$ cat config.mk
export PLATFORM = sky130hd
export DESIGN_NAME = feal4_whitened_block_cipher
export DESIGN_NICKNAME = d
export VERILOG_FILES = /design/src/feal4_pkg.sv /design/src/feal4_round_cell.sv /design/src/feal4_whitened_block_cipher.sv
export SDC_FILE = /design/constraint.sdc
export NUM_CORES = 2
export LEC_CHECK = 0
export ABC_AREA = 1
export ABC_CLOCK_PERIOD_IN_PS = 22400
export BUFFER_PORTS_ARGS = -buffer_cell sky130_fd_sc_hd__buf_2
export CAP_MARGIN = 20
export CORE_MARGIN = 2
export CORE_UTILIZATION = 60
export CTS_BUF_LIST = sky130_fd_sc_hd__clkbuf_8
export CTS_CLUSTER_SIZE = 25
export DETAILED_ROUTE_END_ITERATION = 10
export GPL_TIMING_DRIVEN = 0
export PLACE_DENSITY = 0.78
export SYNTH_ARGS = -nofsm -noshare
export SYNTH_HDL_FRONTEND = slang
export SYNTH_SLANG_ARGS = --single-unit
$ cat constraint.sdc
create_clock -name i_clk -period 22.4 [get_ports i_clk]
set_input_delay 2.24 -clock i_clk [delete_from_list [all_inputs] [get_ports i_clk]]
set_output_delay 2.24 -clock i_clk [all_outputs]
set_load 0.02 [all_outputs]
$ cat src/feal4_pkg.sv
// Shared types and functions of the FEAL-4 whitened block cipher.
// Holds the pipeline stage record, register indexes and the G function.
// No dependencies.
`timescale 1ns / 1ps
`default_nettype none

package feal4_pkg;

    localparam int unsigned HALF_W = 32;
    localparam int unsigned CFG_IDX_W = 3;

    localparam logic [CFG_IDX_W-1:0] REG_KEY_M1 = 3'd0;
    localparam logic [CFG_IDX_W-1:0] REG_KEY_M2 = 3'd1;
    localparam logic [CFG_IDX_W-1:0] REG_KEY_M3 = 3'd2;
    localparam logic [CFG_IDX_W-1:0] REG_KEY_N1 = 3'd3;
    localparam logic [CFG_IDX_W-1:0] REG_KEY_N2 = 3'd4;
    localparam logic [CFG_IDX_W-1:0] REG_KEY_N3 = 3'd5;

    localparam logic CMD_ENCRYPT = 1'b0;
    localparam logic CMD_DECRYPT = 1'b1;

    typedef struct packed {
        logic              valid;
        logic              cmd;
        logic [HALF_W-1:0] x;
        logic [HALF_W-1:0] y;
    } t_stage;

    function automatic logic [7:0] rot2_sum(input logic [7:0] a, input logic [7:0] b,
                                            input logic carry);
        logic [7:0] s;
        s = a + b + {7'd0, carry};
        return {s[5:0], s[7:6]};
    endfunction

    function automatic logic [HALF_W-1:0] g_fun(input logic [HALF_W-1:0] a);
        logic [7:0] d1;
        logic [7:0] d2;
        logic [7:0] c0;
        logic [7:0] c1;
        logic [7:0] c2;
        logic [7:0] c3;
        d1 = a[31:24] ^ a[23:16];
        d2 = a[15:8] ^ a[7:0];
        c1 = rot2_sum(d1, d2, 1'b1);
        c2 = rot2_sum(d2, c1, 1'b0);
        c0 = rot2_sum(a[31:24], c1, 1'b0);
        c3 = rot2_sum(a[7:0], c2, 1'b1);
        return {c0, c1, c2, c3};
    endfunction

endpackage

`default_nettype wire

$ cat src/feal4_round_cell.sv
// One round cell of the FEAL-4 chain: applies G to one half and folds it into the other.
// Depends on feal4_pkg for the stage record and the G function.
`timescale 1ns / 1ps
`default_nettype none

module feal4_round_cell (
    input  wire logic                      i_clk,
    input  wire logic                      i_rst_n,
    input  wire logic                      i_en,
    input  wire logic                      i_odd,
    input  wire logic [feal4_pkg::HALF_W-1:0] i_key_enc,
    input  wire logic [feal4_pkg::HALF_W-1:0] i_key_dec,
    input  wire feal4_pkg::t_stage         i_stage,
    output feal4_pkg::t_stage              o_stage
);

    feal4_pkg::t_stage              r_stage;
    feal4_pkg::t_stage              n_stage;
    logic                           w_upd_x;
    logic [feal4_pkg::HALF_W-1:0]   w_key;
    logic [feal4_pkg::HALF_W-1:0]   w_g;

    always_comb begin
        w_upd_x = i_odd ^ i_stage.cmd ^ 1'b1;
        w_key   = (i_stage.cmd == feal4_pkg::CMD_DECRYPT) ? i_key_dec : i_key_enc;
        w_g     = feal4_pkg::g_fun((w_upd_x ? i_stage.y : i_stage.x) ^ w_key);
        n_stage = i_stage;
        if (w_upd_x) begin
            n_stage.x = i_stage.x ^ w_g;
        end else begin
            n_stage.y = i_stage.y ^ w_g;
        end
    end

    always_ff @(posedge i_clk) begin
        if (!i_rst_n) begin
            r_stage.valid <= 1'b0;
        end else if (i_en) begin
            r_stage.valid <= n_stage.valid;
        end
        if (i_en) begin
            r_stage.cmd <= n_stage.cmd;
            r_stage.x   <= n_stage.x;
            r_stage.y   <= n_stage.y;
        end
    end

    assign o_stage = r_stage;

endmodule

`default_nettype wire

$ cat src/feal4_whitened_block_cipher.sv
// Top level of the FEAL-4 whitened block cipher: key registers, whitening and the cell chain.
// Depends on feal4_pkg and feal4_round_cell.
//
// Usage: key words M1..M3 and N1..N3 are written over the configuration channel
// (index 0..5, others ignored; o_cfg_ready is always high) while the block is idle.
// Each slave beat carries a 64-bit block in tdata (left half in the upper bits) and
// the command in tuser: 0 encrypts, 1 decrypts. Each master beat returns one block.
// The datapath is a chain of six registers: input whitening, four round cells with
// one G function each, and output whitening. One beat is accepted every cycle
// while the output register does not hold an untaken beat.
// When the receiver stalls, the whole chain holds and o_s_tready drops only while
// the output register holds an untaken beat; no beat is lost or duplicated.
// Reset clears all valid flags and the six key words to zero.
`timescale 1ns / 1ps
`default_nettype none

module feal4_whitened_block_cipher (
    input  wire logic                            i_clk,
    input  wire logic                            i_rst_n,
    input  wire logic                            i_cfg_valid,
    output logic                                 o_cfg_ready,
    input  wire logic [feal4_pkg::CFG_IDX_W-1:0] i_cfg_index,
    input  wire logic [31:0]                     i_cfg_data,
    input  wire logic                            i_s_tvalid,
    output logic                                 o_s_tready,
    input  wire logic [63:0]                     i_s_tdata,  // [63:0] block_in
    input  wire logic                            i_s_tuser,  // [0] cmd
    output logic                                 o_m_tvalid,
    input  wire logic                            i_m_tready,
    output logic [63:0]                          o_m_tdata   // [63:0] block_out
);

    localparam int unsigned NUM_CELLS = 4;

    logic [31:0]       r_key_m1;
    logic [31:0]       r_key_m2;
    logic [31:0]       r_key_m3;
    logic [31:0]       r_key_n1;
    logic [31:0]       r_key_n2;
    logic [31:0]       r_key_n3;
    feal4_pkg::t_stage r_in;
    feal4_pkg::t_stage n_in;
    feal4_pkg::t_stage w_chain [NUM_CELLS+1];
    logic              r_out_valid;
    logic [63:0]       r_out_data;
    logic [63:0]       n_out_data;
    logic              w_en;
    logic [31:0]       w_hi;
    logic [31:0]       w_lo;
    logic [31:0]       w_ol;
    logic [31:0]       w_or;

    assign o_cfg_ready = 1'b1;

    always_ff @(posedge i_clk) begin
        if (!i_rst_n) begin
            r_key_m1 <= '0;
            r_key_m2 <= '0;
            r_key_m3 <= '0;
            r_key_n1 <= '0;
            r_key_n2 <= '0;
            r_key_n3 <= '0;
        end else if (i_cfg_valid) begin
            unique case (i_cfg_index)
                feal4_pkg::REG_KEY_M1: r_key_m1 <= i_cfg_data;
                feal4_pkg::REG_KEY_M2: r_key_m2 <= i_cfg_data;
                feal4_pkg::REG_KEY_M3: r_key_m3 <= i_cfg_data;
                feal4_pkg::REG_KEY_N1: r_key_n1 <= i_cfg_data;
                feal4_pkg::REG_KEY_N2: r_key_n2 <= i_cfg_data;
                feal4_pkg::REG_KEY_N3: r_key_n3 <= i_cfg_data;
                default: ;
            endcase
        end
    end

    assign w_en       = !r_out_valid || i_m_tready;
    assign o_s_tready = w_en;

    always_comb begin
        w_hi        = i_s_tdata[63:32];
        w_lo        = i_s_tdata[31:0];
        n_in.valid  = i_s_tvalid;
        n_in.cmd    = i_s_tuser;
        if (i_s_tuser == feal4_pkg::CMD_DECRYPT) begin
            n_in.x = w_lo ^ w_hi ^ r_key_m3;
            n_in.y = w_hi ^ r_key_n3;
        end else begin
            n_in.x = w_hi ^ r_key_m1;
            n_in.y = w_hi ^ w_lo ^ r_key_n1;
        end
    end

    always_ff @(posedge i_clk) begin
        if (!i_rst_n) begin
            r_in.valid <= 1'b0;
        end else if (w_en) begin
            r_in.valid <= n_in.valid;
        end
        if (w_en) begin
            r_in.cmd <= n_in.cmd;
            r_in.x   <= n_in.x;
            r_in.y   <= n_in.y;
        end
    end

    assign w_chain[0] = r_in;

    for (genvar i = 0; i < NUM_CELLS; i++) begin : g_cell
        feal4_round_cell u_cell (
            .i_clk     (i_clk),
            .i_rst_n   (i_rst_n),
            .i_en      (w_en),
            .i_odd     ((i % 2) == 1),
            .i_key_enc ((i == 2) ? r_key_m2 : ((i == 3) ? r_key_n2 : 32'd0)),
            .i_key_dec ((i == 0) ? r_key_n2 : ((i == 1) ? r_key_m2 : 32'd0)),
            .i_stage   (w_chain[i]),
            .o_stage   (w_chain[i+1])
        );
    end

    always_comb begin
        if (w_chain[NUM_CELLS].cmd == feal4_pkg::CMD_DECRYPT) begin
            w_ol = w_chain[NUM_CELLS].x ^ r_key_m1;
            w_or = w_chain[NUM_CELLS].y ^ w_ol ^ r_key_n1;
        end else begin
            w_ol = w_chain[NUM_CELLS].y ^ r_key_n3;
            w_or = w_chain[NUM_CELLS].x ^ r_key_m3 ^ w_ol;
        end
        n_out_data = {w_ol, w_or};
    end

    always_ff @(posedge i_clk) begin
        if (!i_rst_n) begin
            r_out_valid <= 1'b0;
        end else if (w_en) begin
            r_out_valid <= w_chain[NUM_CELLS].valid;
        end
    end

    always_ff @(posedge i_clk) begin
        if (w_en) begin
            r_out_data <= n_out_data;
        end
    end

    assign o_m_tvalid = r_out_valid;
    assign o_m_tdata  = r_out_data;

endmodule

`default_nettype wire

After elaboration in Yosys (flattened, before gate mapping)
Index checks and enable logic that the tools add are counted.
Storage, ports and cells
  register bits after elaboration: 587
  word-level logic and storage cells: 116
Operators by class
  add/subtract/negate cells: 24
  equal/unequal tests: 5
  mux-type cells: 19
  bitwise gates (word level): 31
  reduce and logical (&&, ||, !) cells: 9
Operators with widths (count)
  XOR 32 bit: 23
  2-to-1 mux 32 bit: 18
  adder 8 bit: 16
  adder 8 x 1 -> 8 bit, second input constant: 8
  2-to-1 mux 64 bit: 1
  XOR 8 bit: 8
  AND reduction 2 bit: 6
  equality test 3 x 2 -> 1 bit, second input constant: 2
  equality test 3 bit, second input constant: 2
  equality test 3 x 1 -> 1 bit, second input constant: 1
  zero test 3 bit: 1
  zero test 1 bit: 1
  logical OR 1 bit: 1

Logic depth before layout (Yosys ltp)
  word-level depth: 10
  mapped depth: 44

By module
From an unflattened synthesis, not the netlist that was laid out.
Unflattened totals
  cell total of the unflattened synthesis: 5092
  area, all modules: 39923.3 sq um
By module, submodules not included
  feal4_whitened_block_cipher: instances 1, cells an instance 2214, area an instance 16906.2 sq um, sequential area each 7757.4 sq um
  feal4_round_cell (g_cell[3].u_cell): instances 1, cells an instance 722, area an instance 5795.6 sq um, sequential area each 1971.9 sq um
  feal4_round_cell (g_cell[2].u_cell): instances 1, cells an instance 718, area an instance 5756.8 sq um, sequential area each 1971.9 sq um
  feal4_round_cell (g_cell[1].u_cell): instances 1, cells an instance 723, area an instance 5753.0 sq um, sequential area each 1971.9 sq um
  feal4_round_cell (g_cell[0].u_cell): instances 1, cells an instance 715, area an instance 5711.7 sq um, sequential area each 1971.9 sq um

Worst setup path before layout
Ideal clock, no wire load.
  path kind: in2out
  start: input i_m_tready
  end: output o_s_tready
  arrival time: 10.018 ns
  required time: 20.160 ns
  slack: 10.142 ns
  cell stages on the path: 2
  path buffers: 0
  cell sequence: nor2_1 inv_1
On the way
  cells in the longest elaborated chain, start to end: 1
Ends and longest elaborated chain
  start, declared: RTL line feal4_whitened_block_cipher.sv:29  | input wire logic i_m_tready,
  logical OR 1 bit: RTL line feal4_whitened_block_cipher.sv:76  | assign w_en = !r_out_valid || i_m_tready;
  end, declared: RTL line feal4_whitened_block_cipher.sv:25  | output logic o_s_tready,
No other way between the ends.

==> impl_metrics.env <==
export IMPL_result_of_the_run="finished clean"
export IMPL_slew_headroom_pct=22.96
export IMPL_setup_tns_ns=0
export IMPL_crit_path_max_fanout=10
export IMPL_post_route_drc_count=0
export IMPL_crit_path_max_incr_delay_ns=0.73
export IMPL_avgSynthCellArea_um2=8.696
export IMPL_synth_sequential_area_ratio_pct=44.35
export IMPL_die_h_um=246.5
export IMPL_die_area_um2=60750
export IMPL_holdPathStages=2
export IMPL_cts_root_buffer="clkbuf_8"
export IMPL_pin_count=172
export IMPL_achievable_frequency_mhz=115.4
export IMPL_ctsHoldBuffers=0
export IMPL_number_of_buffers_inserted_during_clock_tree_synthesis=98
export IMPL_crit_slowest_cell="clkbuf_1"
export IMPL_synth_most_common_cell="nand2_1"
export IMPL_rr_endpoint="g_cell[2].u_cell.o_stage[32]$_DFFE_PP_"
export IMPL_final_max_slew_violation_count=0
export IMPL_worstSetupPathType="reg2reg"
export IMPL_grt_antenna_before_repair=8
export IMPL_drive_above_1_share_pct=9.151
export IMPL_post_drt_antenna_nets=0
export IMPL_synth_area_leaders="edfxtp_1, dfxtp_1, xor2_1"
export IMPL_die_width_um=246.5
export IMPL_setup_worst_path_start_class="flip-flop"
export IMPL_synth_enable_flop_cells=389
export IMPL_final_period_utilization_pct=38.67
export IMPL_synth_yosys_warnings=0
export IMPL_multiInputGateArea_um2=17800
export IMPL_core_region_area_um2=57920
export IMPL_setup_viol=0
export IMPL_num_rows=88
export IMPL_timing_hold_worst_start="g_cell[0].u_cell.o_stage[65]$_SDFFE_PN0P_"
export IMPL_cts_htree_levels=3
export IMPL_routed_via_density=5.865
export IMPL_num_nets_final=4557
export IMPL_netlist_area_leader_share_pct=33.11
export IMPL_finalCriticalPeriod_ns=8.662
export IMPL_place_detailed_hpwl_um=94810
export IMPL_detail_route_wl_per_cell_um=23.46
export IMPL_min_to="g_cell[0].u_cell.o_stage[65]$_SDFFE_PN0P_"
export IMPL_syn2layout_area_growth_pct=11.23
export IMPL_class_of_the_worst_hold_path="reg2reg"
export IMPL_netlist_instances=4057
export IMPL_count_of_input_and_output_buffers=169
export IMPL_final_fill_count=4729
export IMPL_cts_resized_gates=0
export IMPL_clk_latency_ns=0.74
export IMPL_cts_num_sinks=587
export IMPL_area_sequential_um2=15650
export IMPL_tritoncts_clock_tree="built"
export IMPL_combined_global_route_utilization_of_all_metal_layers_pct=39.76
export IMPL_dominantRegCellSynth="edfxtp_1"
export IMPL_cts_path_max_buffers=3
export IMPL_worst_setup_hold_path_clk_slew_ns=0.07
export IMPL_initial_core_util_pct=60.91
export IMPL_syn_num_nets=4282
export IMPL_slew_worst_pin_ns=1.151
export IMPL_reg2reg_depth=32
export IMPL_grt_max_degree=126
export IMPL_first_global_vias=27931
export IMPL_gp_congestion=1.029
export IMPL_yosys_register_bits=587
export IMPL_dr_first_iter_drc_count=4587
export IMPL_post_synth_instance_area_um2=35280
export IMPL_synth_commonest_cells="nand2_1, nor2_1, o21ai_0"
export IMPL_ff2ff_setup_slack_ns=13.74
export IMPL_grt_overflow_total=0
export IMPL_synth_async_reset_ratio_pct=0
export IMPL_synth_cell_type_count=44
export IMPL_crit_path_end_kind="flip-flop"
export IMPL_dr_total_vias=30397
export IMPL_clock_skew_ns=0.04017
export IMPL_rsz0062_at_grt="no"
export IMPL_first_pass_iters=6
export IMPL_worst_ep_arrival_time_ns=9.14
export IMPL_post_cts_repair_setup_buffers=0
export IMPL_r2r_start="g_cell[1].u_cell.o_stage[64]$_DFFE_PP_"
export IMPL_finalHoldViolCount=0
export IMPL_grt_first_pass_wirelength_um=174400
export IMPL_wirelength_um=121600
export IMPL_max_cap_violations=0
export IMPL_cp_required_ns=22.88
export IMPL_post_synth_top_area_cell="edfxtp_1"
sequential cells by signal, indices dropped and copies added (netlist names):
signal	count
g_cell.u_cell.o_stage	264
r_in	66
o_m_tdata	64
r_key_m1	32
r_key_m2	32
r_key_m3	32
r_key_n1	32
r_key_n2	32
r_key_n3	32
o_m_tvalid	1
area by class of cell:
cell class | instances | share of cell area (%)
Clock inverter | 66 | 1.071
Timing Repair Buffer | 175 | 2.446
Clock buffer | 117 | 4.104
Sequential cell | 587 | 39.87
Antenna cell | 3 | 0.01913
Tap cell | 765 | 2.439
Multi-Input combinational cell | 2998 | 45.36
Buffer | 147 | 1.566
Inverter | 325 | 3.128
worst max-delay path: cells and delay by family (launching register included):
kind | cells | cell delay (ns)
xor gates and xnor gates | 5 | 1.73
DFF | 1 | 0.49
and+or+nand+nor | 8 | 0.94
adders and majority gates | 6 | 2.14
buffers and inverters | 7 | 1.84
AOI/OAI and AO/OA | 6 | 1.24
cell usage in the layout (no fill, tap or decap), types with 16 or more instances in the layout:
| cell | synthesis | layout |
|---|---|---|
| a21oi_1 | 166 | 166 |
| a31oi_1 | 16 | 16 |
| buf_1 | 21 | 21 |
| buf_2 | 11 | 181 |
| clkbuf_1 | 106 | 106 |
| clkbuf_8 | 0 | 117 |
| dfxtp_1 | 198 | 198 |
| edfxtp_1 | 389 | 389 |
| fa_1 | 16 | 16 |
| ha_1 | 104 | 104 |
| inv_1 | 311 | 346 |
| mux2i_1 | 40 | 40 |
| nand2_1 | 777 | 777 |
| nand2_2 | 24 | 24 |
| nand3_1 | 117 | 117 |
| nor2_1 | 471 | 471 |
| o21ai_0 | 432 | 432 |
| xnor2_1 | 372 | 372 |
| xor2_1 | 381 | 381 |
per-layer routing:
layer  global-route usage, %  routed length [um]
met5                       0                  51
met4                   23.55                8422
met3                   8.214               13910
met2                   60.76               52820
met1                   52.24               46370
cells by family (layout without fill, tap and decap cells):
family          Yosys count  in the layout  share of synthesized area (%)
compound gates          639            639                          9.328
xor+xnor                758            758                          18.96
fa+ha+maj               120            120                          4.596
buf+inv                 472            830                          5.199
flops                   587            587                          44.35
mux                      40             40                          1.135
other cells               1              4                        0.01063
simple gates           1440           1440                          16.43
stage by stage:
stage	util [%]	hold WS (ns)	cell area, um^2	instances	setup WS [ns]
3_3_place_gp	64.03	0.4582	37080	4991	5.476
4_1_cts	67.71	0.4865	39210	5178	14.01
6_report	67.76	0.4802	39240	5183	13.74
5_1_grt	67.75	0.5081	39240	5181	13.45
2_1_floorplan	-	0.4277	35280	4057	10.14
3_5_place_dp	64.20	0.4724	37180	4995	14.04
worst max path at each step:
stage,cells past startpoint,slack (ns),end,startpoint
2_1_floorplan,2,10.14,o_s_tready,i_m_tready
3_3_place_gp,4,5.48,o_s_tready,i_m_tready
3_5_place_dp,33,14.04,g_cell[2].u_cell.o_stage[32]$_DFFE_PP_,g_cell[1].u_cell.o_stage[64]$_DFFE_PP_
4_1_cts,33,14.01,g_cell[2].u_cell.o_stage[32]$_DFFE_PP_,g_cell[1].u_cell.o_stage[64]$_DFFE_PP_
5_1_grt,32,13.45,g_cell[2].u_cell.o_stage[32]$_DFFE_PP_,g_cell[1].u_cell.o_stage[64]$_DFFE_PP_
6_report,32,13.74,g_cell[2].u_cell.o_stage[32]$_DFFE_PP_,g_cell[1].u_cell.o_stage[64]$_DFFE_PP_
Power is not shown: default switching activity piles up to over one toggle a cycle in this logic, so the estimate is an artifact.
